<file path="src/hdl/ccr_pkg.sv">
package ccr_pkg;

  localparam int RAW_BYTES_DEF   = 256;
  localparam int MAX_PAYLOAD_DEF = 254;

  typedef struct packed {
    logic [10:0] frame_id;
    logic [3:0]  frame_len;
    logic [7:0]  target_slot;
    logic [7:0]  chunk_index;
    logic [7:0]  total_chunks;
    logic [7:0]  session_id;
    logic [31:0] chunk_word;
  } in_t;

  typedef struct packed {
    logic        result_kind;
    logic [1:0]  ack_status;
    logic [7:0]  result_session;
    logic [7:0]  payload_len;
    logic [31:0] payload_word;
    logic [2:0]  word_bytes;
    logic        last_word;
  } out_t;

  typedef struct packed {
    logic [7:0]  node_slot;
    logic        node_is_hub;
    logic [10:0] config_frame_id;
    logic        handler_present;
  } cfg_t;

  typedef enum logic [1:0] {
    REG_NODE_SLOT       = 2'd0,
    REG_NODE_IS_HUB     = 2'd1,
    REG_CONFIG_FRAME_ID = 2'd2,
    REG_HANDLER_PRESENT = 2'd3
  } reg_idx_t;

  typedef enum logic [1:0] {
    ACK_OVERFLOW   = 2'd0,
    ACK_TOO_SHORT  = 2'd1,
    ACK_BAD_LEN    = 2'd2,
    ACK_NO_HANDLER = 2'd3
  } ack_code_t;

  localparam logic KIND_WORD = 1'b0;
  localparam logic KIND_ACK  = 1'b1;
  localparam logic [3:0] FULL_FRAME_LEN = 4'd8;

  typedef enum logic [2:0] {
    ST_IDLE,
    ST_EVAL,
    ST_RD0,
    ST_CHK,
    ST_LOAD,
    ST_OUT
  } state_t;

  typedef struct packed {
    logic      load_frame;
    logic      eval;
    logic      rd;
    logic      chk_load;
    logic      ack_load;
    ack_code_t ack_code;
    logic      word_load;
  } dp_cmd_t;

  typedef struct packed {
    logic ev_ovf;
    logic ev_done;
    logic chk_bad;
    logic handler;
    logic out_last;
  } dp_status_t;

endpackage

</file>
<file path="src/hdl/config_chunk_reassembler_core.sv">
// Channel  Signals                          Request moves
// -------  -------------------------------  ---------------------------------
// in       in_valid / in_ready / in_data    one received bus frame (in_t)
// out      out_valid / out_ready / out_data one payload word or ack (out_t)
// cfg      psel penable pwrite paddr pwdata four control registers at 4*i
//
// A frame is first registered, then filtered, matched and its chunk written into
// the single-port store. A completing chunk then has the length header read and
// checked, and each payload word takes a store read and an output load, plus
// any output stall.
// Reset clears the session and the control registers; the store is not
// cleared. in_ready stays low while a result is pending or being emitted.
module config_chunk_reassembler_core
  import ccr_pkg::*;
#(
  parameter int RAW_BYTES   = RAW_BYTES_DEF,
  parameter int MAX_PAYLOAD = MAX_PAYLOAD_DEF
) (
  input  logic        clk,
  input  logic        rst,
  input  logic        in_valid,
  output logic        in_ready,
  input  in_t         in_data,
  output logic        out_valid,
  input  logic        out_ready,
  output out_t        out_data,
  input  logic        psel,
  input  logic        penable,
  input  logic        pwrite,
  input  logic [3:0]  paddr,
  input  logic [31:0] pwdata,
  output logic [31:0] prdata,
  output logic        pready
);

  cfg_t       cfg;
  dp_cmd_t    cmd;
  dp_status_t status;

  ccr_regs u_regs (
    .clk     (clk),
    .rst     (rst),
    .psel    (psel),
    .penable (penable),
    .pwrite  (pwrite),
    .paddr   (paddr),
    .pwdata  (pwdata),
    .prdata  (prdata),
    .pready  (pready),
    .cfg     (cfg)
  );

  ccr_datapath #(
    .RAW_BYTES   (RAW_BYTES),
    .MAX_PAYLOAD (MAX_PAYLOAD)
  ) u_dp (
    .clk      (clk),
    .rst      (rst),
    .cfg      (cfg),
    .in_data  (in_data),
    .cmd      (cmd),
    .status   (status),
    .out_data (out_data)
  );

  ccr_ctrl u_ctrl (
    .clk       (clk),
    .rst       (rst),
    .in_valid  (in_valid),
    .in_ready  (in_ready),
    .out_valid (out_valid),
    .out_ready (out_ready),
    .status    (status),
    .cmd       (cmd)
  );

endmodule

</file>
<file path="src/hdl/ccr_regs.sv">
module ccr_regs
  import ccr_pkg::*;
(
  input  logic        clk,
  input  logic        rst,
  input  logic        psel,
  input  logic        penable,
  input  logic        pwrite,
  input  logic [3:0]  paddr,
  input  logic [31:0] pwdata,
  output logic [31:0] prdata,
  output logic        pready,
  output cfg_t        cfg
);

  reg_idx_t idx;
  logic     wr;

  assign idx    = reg_idx_t'(paddr[3:2]);
  assign pready = 1'b1;
  assign wr     = psel && penable && pwrite;

  always_ff @(posedge clk) begin
    if (rst) begin
      cfg <= '0;
    end else if (wr) begin
      case (idx)
        REG_NODE_SLOT:       cfg.node_slot       <= pwdata[7:0];
        REG_NODE_IS_HUB:     cfg.node_is_hub     <= pwdata[0];
        REG_CONFIG_FRAME_ID: cfg.config_frame_id <= pwdata[10:0];
        REG_HANDLER_PRESENT: cfg.handler_present <= pwdata[0];
        default: ;
      endcase
    end
  end

  always_comb begin
    case (idx)
      REG_NODE_SLOT:       prdata = {24'd0, cfg.node_slot};
      REG_NODE_IS_HUB:     prdata = {31'd0, cfg.node_is_hub};
      REG_CONFIG_FRAME_ID: prdata = {21'd0, cfg.config_frame_id};
      REG_HANDLER_PRESENT: prdata = {31'd0, cfg.handler_present};
      default:             prdata = '0;
    endcase
  end

endmodule

</file>
<file path="src/hdl/ccr_datapath.sv">
module ccr_datapath
  import ccr_pkg::*;
#(
  parameter int RAW_BYTES   = RAW_BYTES_DEF,
  parameter int MAX_PAYLOAD = MAX_PAYLOAD_DEF
) (
  input  logic       clk,
  input  logic       rst,
  input  cfg_t       cfg,
  input  in_t        in_data,
  input  dp_cmd_t    cmd,
  output dp_status_t status,
  output out_t       out_data
);

  localparam int STORE_WORDS = RAW_BYTES / 4;
  localparam int AW  = (STORE_WORDS > 1) ? $clog2(STORE_WORDS) : 1;
  localparam int PW  = $clog2(STORE_WORDS + 1);
  localparam int PLW = (MAX_PAYLOAD > 1) ? $clog2(MAX_PAYLOAD + 1) : 1;

  logic [31:0] store [STORE_WORDS];

  in_t         fr;
  logic        sess_active;
  logic [7:0]  sess_tag;
  logic [7:0]  sess_expected;
  logic [7:0]  sess_received;
  logic [31:0] rdata;
  logic [15:0] hi;
  logic [PW-1:0]  rd_ptr;
  logic [PLW-1:0] plen;
  logic [PLW-1:0] rem;

  logic        ign, restart, match, ovf, done;
  logic        act_e;
  logic [7:0]  tag_e, exp_e, rcv_e, rcv_n;
  logic [10:0] raw_len;
  logic [15:0] hdr_len;
  logic        chk_bad;
  logic [2:0]  cnt;
  logic        last;
  logic [31:0] word_raw, word_m;

  // frame filter and session match, evaluated on the registered frame
  always_comb begin
    ign = (fr.frame_id != cfg.config_frame_id) || (fr.frame_len < FULL_FRAME_LEN) ||
          cfg.node_is_hub || (fr.target_slot != cfg.node_slot) ||
          (cfg.node_slot == 8'd0) || (fr.total_chunks == 8'd0);
    restart = (fr.chunk_index == 8'd0);
    act_e   = restart ? 1'b1 : sess_active;
    tag_e   = restart ? fr.session_id : sess_tag;
    exp_e   = restart ? fr.total_chunks : sess_expected;
    rcv_e   = restart ? 8'd0 : sess_received;
    match   = !ign && act_e && (tag_e == fr.session_id) &&
              (exp_e == fr.total_chunks) && (fr.chunk_index == rcv_e);
    ovf     = match && ({1'b0, fr.chunk_index} >= 9'(STORE_WORDS));
    rcv_n   = rcv_e + 8'd1;
    done    = match && !ovf && (rcv_n >= exp_e);
  end

  // header check: store word 0 sits in rdata during the check cycle
  always_comb begin
    hdr_len = rdata[15:0];
    raw_len = {1'b0, fr.chunk_index, 2'b00} + 11'd4;
    chk_bad = (hdr_len == 16'd0) || (hdr_len > 16'(MAX_PAYLOAD)) ||
              (({1'b0, hdr_len} + 17'd2) > 17'(raw_len));
  end

  // payload word i = upper half of store[i] and lower half of store[i+1]
  always_comb begin
    last     = 32'(rem) <= 32'd4;
    cnt      = last ? 3'(rem) : 3'd4;
    word_raw = {rdata[15:0], hi};
    for (int b = 0; b < 4; b++) begin
      word_m[8*b +: 8] = (b < int'(cnt)) ? word_raw[8*b +: 8] : 8'd0;
    end
  end

  assign status = '{ev_ovf:   ovf,
                    ev_done:  done,
                    chk_bad:  chk_bad,
                    handler:  cfg.handler_present,
                    out_last: out_data.last_word};

  always_ff @(posedge clk) begin
    if (rst) begin
      sess_active   <= 1'b0;
      sess_tag      <= '0;
      sess_expected <= '0;
      sess_received <= '0;
    end else if (cmd.eval && !ign) begin
      sess_active   <= act_e;
      sess_tag      <= tag_e;
      sess_expected <= exp_e;
      sess_received <= rcv_e;
      if (match) begin
        if (ovf) begin
          sess_active <= 1'b0;
        end else begin
          sess_received <= rcv_n;
          if (done) sess_active <= 1'b0;
        end
      end
    end
  end

  always_ff @(posedge clk) begin
    if (cmd.eval && match && !ovf) begin
      store[fr.chunk_index[AW-1:0]] <= fr.chunk_word;
    end
    if (cmd.rd && (32'(rd_ptr) < STORE_WORDS)) begin
      rdata <= store[rd_ptr[AW-1:0]];
    end
  end

  always_ff @(posedge clk) begin
    if (cmd.load_frame) fr <= in_data;
    if (cmd.eval) rd_ptr <= '0;
    else if (cmd.rd) rd_ptr <= rd_ptr + PW'(1);
    if (cmd.chk_load) begin
      plen <= hdr_len[PLW-1:0];
      rem  <= hdr_len[PLW-1:0];
      hi   <= rdata[31:16];
    end
    if (cmd.word_load) begin
      hi  <= rdata[31:16];
      rem <= rem - PLW'(cnt);
      out_data.result_kind    <= KIND_WORD;
      out_data.ack_status     <= '0;
      out_data.result_session <= fr.session_id;
      out_data.payload_len    <= 8'(plen);
      out_data.payload_word   <= word_m;
      out_data.word_bytes     <= cnt;
      out_data.last_word      <= last;
    end else if (cmd.ack_load) begin
      out_data.result_kind    <= KIND_ACK;
      out_data.ack_status     <= cmd.ack_code;
      out_data.result_session <= fr.session_id;
      out_data.payload_len    <= '0;
      out_data.payload_word   <= '0;
      out_data.word_bytes     <= '0;
      out_data.last_word      <= 1'b1;
    end
  end

endmodule

</file>
<file path="src/hdl/ccr_ctrl.sv">
module ccr_ctrl
  import ccr_pkg::*;
(
  input  logic       clk,
  input  logic       rst,
  input  logic       in_valid,
  output logic       in_ready,
  output logic       out_valid,
  input  logic       out_ready,
  input  dp_status_t status,
  output dp_cmd_t    cmd
);

  state_t state, state_next;

  always_ff @(posedge clk) begin
    if (rst) state <= ST_IDLE;
    else     state <= state_next;
  end

  always_comb begin
    state_next = state;
    cmd        = '0;
    cmd.ack_code = ACK_OVERFLOW;
    in_ready   = 1'b0;
    out_valid  = 1'b0;
    case (state)
      ST_IDLE: begin
        in_ready = 1'b1;
        if (in_valid) begin
          cmd.load_frame = 1'b1;
          state_next     = ST_EVAL;
        end
      end
      ST_EVAL: begin
        cmd.eval = 1'b1;
        if (status.ev_ovf) begin
          cmd.ack_load = 1'b1;
          cmd.ack_code = ACK_OVERFLOW;
          state_next   = ST_OUT;
        end else if (status.ev_done) begin
          state_next = ST_RD0;
        end else begin
          state_next = ST_IDLE;
        end
      end
      ST_RD0: begin
        cmd.rd     = 1'b1;
        state_next = ST_CHK;
      end
      ST_CHK: begin
        if (status.chk_bad) begin
          cmd.ack_load = 1'b1;
          cmd.ack_code = ACK_BAD_LEN;
          state_next   = ST_OUT;
        end else if (!status.handler) begin
          cmd.ack_load = 1'b1;
          cmd.ack_code = ACK_NO_HANDLER;
          state_next   = ST_OUT;
        end else begin
          cmd.chk_load = 1'b1;
          cmd.rd       = 1'b1;
          state_next   = ST_LOAD;
        end
      end
      ST_LOAD: begin
        cmd.word_load = 1'b1;
        state_next    = ST_OUT;
      end
      ST_OUT: begin
        out_valid = 1'b1;
        if (out_ready) begin
          if (status.out_last) begin
            state_next = ST_IDLE;
          end else begin
            cmd.rd     = 1'b1;
            state_next = ST_LOAD;
          end
        end
      end
      default: state_next = ST_IDLE;
    endcase
  end

endmodule

</file>
<file path="config.mk">
export PLATFORM = sky130hd
export DESIGN_NAME = config_chunk_reassembler_core
export DESIGN_NICKNAME = d
export VERILOG_FILES = /design/src/hdl/ccr_pkg.sv /design/src/hdl/config_chunk_reassembler_core.sv /design/src/hdl/ccr_regs.sv /design/src/hdl/ccr_datapath.sv /design/src/hdl/ccr_ctrl.sv
export SDC_FILE = /design/constraint.sdc
export NUM_CORES = 2
export LEC_CHECK = 0
export ABC_AREA = 0
export BUFFER_PORTS_ARGS = -buffer_cell sky130_fd_sc_hd__clkbuf_2
export CORE_MARGIN = 5
export CORE_UTILIZATION = 60
export CTS_CLUSTER_DIAMETER = 150
export DETAILED_ROUTE_END_ITERATION = 6
export HOLD_SLACK_MARGIN = 0.12
export PLACE_DENSITY_LB_ADDON = 0.12
export RECOVER_POWER = 25
export REMOVE_ABC_BUFFERS = 1
export SLEW_MARGIN = 20
export SYNTH_ARGS = -nofsm -noshare
export SYNTH_HDL_FRONTEND = slang
export SYNTH_SLANG_ARGS = --single-unit
</file>
<file path="constraint.sdc">
create_clock -name clk -period 14.6 [get_ports clk]
set_input_delay 0.73 -clock clk [delete_from_list [all_inputs] [get_ports clk]]
set_output_delay 0.73 -clock clk [all_outputs]
set_load 0.02 [all_outputs]
</file>
==> impl_metrics.sql <==
INSERT INTO impl_metrics (metric_group, metric, value, unit) VALUES
('outcome', 'outcome', 'finished with violations', ''),
('outcome', 'violations', 'max-capacitance violations, max-slew violations', ''),
('logic_synthesis', 'synth_xor_xnor_area_share', '0.6355', '%'),
('logic_synthesis', 'yosys_warnings', '0', ''),
('worst_setup_path', 'worst_path_buffer_plus_inverter_count', '2', ''),
('detailed_routing', 'met3RoutedLength', '20200', 'µm'),
('logic_synthesis', 'synth-main-ff-cell', 'sky130_fd_sc_hd__edfxtp_1', ''),
('place', 'place_ws', '8.925', 'ns'),
('cts', 'post_cts_resized', '0', ''),
('power_and_ir_drop', 'cellLeakagePower', '30.24', 'nW'),
('global_route', 'first_pass_grt_wire_length', '304300', 'µm'),
('timing', 'finalSetupViolations', '0', ''),
('timing', 'whs', '0.2110', 'ns'),
('place', 'numPortBuffers', '163', ''),
('logic_synthesis', 'synth-seq-cells', '2299', ''),
('cts', 'cts.root.buffer_cell', 'sky130_fd_sc_hd__clkbuf_16', ''),
('detailed_routing', 'vias', '41870', ''),
('detailed_routing', 'drc', '0', ''),
('timing', 'timing.final.ws_setup', '8.780', 'ns'),
('logic_synthesis', 'synthMuxAreaShare', '17.59', '%'),
('final_layout', 'fin_area', '99770', 'µm²'),
('logic_synthesis', 'synthesis.area', '88210', 'µm²'),
('final_layout', 'flow.area_growth_from_synthesis', '13.10', '%'),
('job', 'drv_cap', '24', ''),
('power_and_ir_drop', 'power', '12.97', 'mW'),
('power_and_ir_drop', 'pwr_density_cell', '130.0', 'nW/µm²'),
('logic_synthesis', 'post_synth_and_or_nand_nor_area_fraction', '2.027', '%'),
('worst_setup_path', 'timing.rr.start', 'u_dp.fr[48]', ''),
('logic_synthesis', 'synth_compound_area_share', '0.6667', '%'),
('global_route', 'grt_remaining_overflow', '0', ''),
('logic_synthesis', 'fraction_of_registers_with_async_set_or_reset_after_synthesis', '0', '%'),
('logic_synthesis', 'ys_types', '58', ''),
('logic_synthesis', 'post-synth-top-count-cell', 'sky130_fd_sc_hd__edfxtp_1', ''),
('global_route', 'grt_pass1_vias', '41580', ''),
('place', 'dpl-instance-area', '92060', 'µm²'),
('worst_setup_path', 'critPathLaunchType', 'register', ''),
('final_layout', 'final_core_utilization', '68.38', '%'),
('worst_setup_path', 'critical_path_required', '15.07', 'ns'),
('logic_synthesis', 'netlist.top_cell.by_area', 'sky130_fd_sc_hd__edfxtp_1', ''),
('timing', 'clock.fmax', '171.8', 'MHz'),
('timing', 'period_share', '39.86', '%'),
('logic_synthesis', 'synth_top_family_by_area', 'multiplexers', ''),
('timing', 'slew_headroom', '-105.4', '%'),
('power_and_ir_drop', 'clkPwrFrac', '42.3', '%'),
('final_layout', 'nets', '4340', ''),
('detailed_routing', 'avgRoutedWirePerCell', '33.60', 'µm'),
('logic_synthesis', 'synth_adder_area_share', '0.3262', '%'),
('final_layout', 'num-fill-cells', '8875', ''),
('detailed_routing', 'total_routed_length', '211500', 'µm'),
('place', 'gp_congestion', '0.8293', ''),
('logic_synthesis', 'post_synth_most_frequent_cells', 'sky130_fd_sc_hd__edfxtp_1 (2240), sky130_fd_sc_hd__mux4_2 (673), sky130_fd_sc_hd__nor2_1 (134)', ''),
('worst_hold_path', 'holdCritPathClass', 'input port to register', ''),
('worst_setup_path', 'ff2ff_path_depth', '9', ''),
('worst_setup_path', 'cpLargestDelayFamily', 'simple AND/OR/NAND/NOR gates', ''),
('worst_setup_path', 'ff2ff_setup_slack', '8.78', 'ns'),
('logic_synthesis', 'synth_cells', '3788', ''),
('detailed_routing', 'ant_nets', '0', ''),
('power_and_ir_drop', 'seq_power_share', '56.2', '%'),
('die', 'chipHeight', '393.4', 'µm'),
('die', 'initial_utilization', '60.45', '%'),
('final_layout', 'post_route_cells_drive_above_1_share', '29.99', '%'),
('power_and_ir_drop', 'power_frac_comb', '1.5', '%'),
('worst_setup_path', 'cp_slowest_stage_delay', '1.07', 'ns'),
('cts', 'clk_latency', '0.83', 'ns'),
('timing', 'drv_slew', '1560', ''),
('worst_setup_path', 'r2r-end', 'u_dp.store[21][8]', ''),
('worst_setup_path', 'end_kind', 'register', ''),
('logic_synthesis', 'post-synth-top-area-fraction', '76.26', '%'),
('cts', 'clkSlewWorstSetupHoldPaths', '0.06', 'ns'),
('detailed_routing', 'detail_route.iter0.violations', '5159', ''),
('die', 'std_cell_rows', '140', '');
cell usage in the layout, fill, tap and decap left out, types with 37 or more instances in the layout:
master and count:
sky130_fd_sc_hd__clkbuf_1 85, sky130_fd_sc_hd__mux4_2 673, sky130_fd_sc_hd__dlygate4sd3_1 85, sky130_fd_sc_hd__clkbuf_2 151, sky130_fd_sc_hd__edfxtp_1 2240, sky130_fd_sc_hd__nand2_1 51
sky130_fd_sc_hd__xnor2_1 49, sky130_fd_sc_hd__buf_4 97, sky130_fd_sc_hd__and2_1 40, sky130_fd_sc_hd__clkinv_2 40, sky130_fd_sc_hd__clkinv_1 55, sky130_fd_sc_hd__nor2_4 64
sky130_fd_sc_hd__clkbuf_16 226, sky130_fd_sc_hd__a21oi_1 37, sky130_fd_sc_hd__nor2_1 78, sky130_fd_sc_hd__dfxtp_1 53
per-layer routing:
metal / vias to the layer above / global-route usage, %
met3: 291 / 5.783
met1: 22450 / 40.72
li1: 16860 / -
met5: - / 0
met2: 2268 / 43.75
met4: 2 / 6.202
repair_timing:
action,4_1_cts,5_1_grt
setup endpoints to repair,0,0
hold buffers,85,0
endpoints found under the hold margin,88,0
worst max-delay path by stage:
stage / to / from / slack (ns) / depth (start not counted)
after floorplan: u_dp.rdata[0] / u_dp.rd_ptr[0] / -8.09 / 3
after global placement: u_dp.store[48][16] / u_dp.fr[48] / 8.94 / 9
after detailed placement: u_dp.store[21][10] / u_dp.fr[48] / 8.92 / 9
after CTS: u_dp.store[48][7] / u_dp.fr[48] / 8.87 / 9
after global routing: u_dp.store[21][0] / u_dp.fr[48] / 8.64 / 9
final: u_dp.store[21][8] / u_dp.fr[48] / 8.78 / 9
final cells by class:
| cell class | instances | area (µm²) | share of cell area [%] |
|---|---|---|---|
| antenna | 1 | 2.502 | 0.002508 |
| tap | 1917 | 2399 | 2.404 |
| timing repair buffer | 377 | 2580 | 2.586 |
| clock inverter | 129 | 1064 | 1.066 |
| clock buffer | 276 | 5873 | 5.887 |
| sequential | 2299 | 68470 | 68.62 |
| multi-input combinational | 1278 | 19310 | 19.36 |
| inverter | 19 | 71.32 | 0.07148 |
through the flow:
step                TNS, ns  cells
floorplan           -310.21   3596
CTS                       0   6293
global route              0   6295
finish                    0   6296
global placement          0   5803
detailed placement        0   5803
registers in the layout (all words and copies together) (netlist names):
register	cells
u_regs.cfg	21
u_dp.sess_received	8
u_dp.rdata	32
u_dp.sess_active	1
u_dp.rd_ptr	7
u_dp.plen	8
u_dp.hi	16
u_dp.rem	8
u_dp.sess_expected	8
u_dp.sess_tag	8
u_dp.fr	76
u_dp.out_data	55
u_dp.store	2048
u_ctrl.state	3
worst min-delay path, delay by kind of cell:
kind,cells,cell delay [ns]
buffers and inverters,1,0.12
and+or+nand+nor,1,0.07
AOI/OAI and AO/OA,1,0.05
power by group through the flow:
stage | registers [mW] | logic [mW] | clock network (mW)
after global routing | 7.29 | 0.212 | 5.85
after CTS | 7.28 | 0.199 | 5.57
after floorplan | 7.47 | 0.0320 | 0
after global placement | 7.41 | 0.171 | 0
after detailed placement | 7.42 | 0.180 | 0
final | 7.29 | 0.198 | 5.49
kinds of logic (layout without fill, tap and decap cells):
family	Yosys count	after routing
AOI/OAI and AO/OA	101	101
xor gates and xnor gates	64	64
adders and majority gates	23	23
buffers and inverters	232	801
DFF	2299	2299
muxes	709	709
other	2	24
and+or+nand+nor	358	358
No activity file was read; power rests on OpenSTA's default activity.
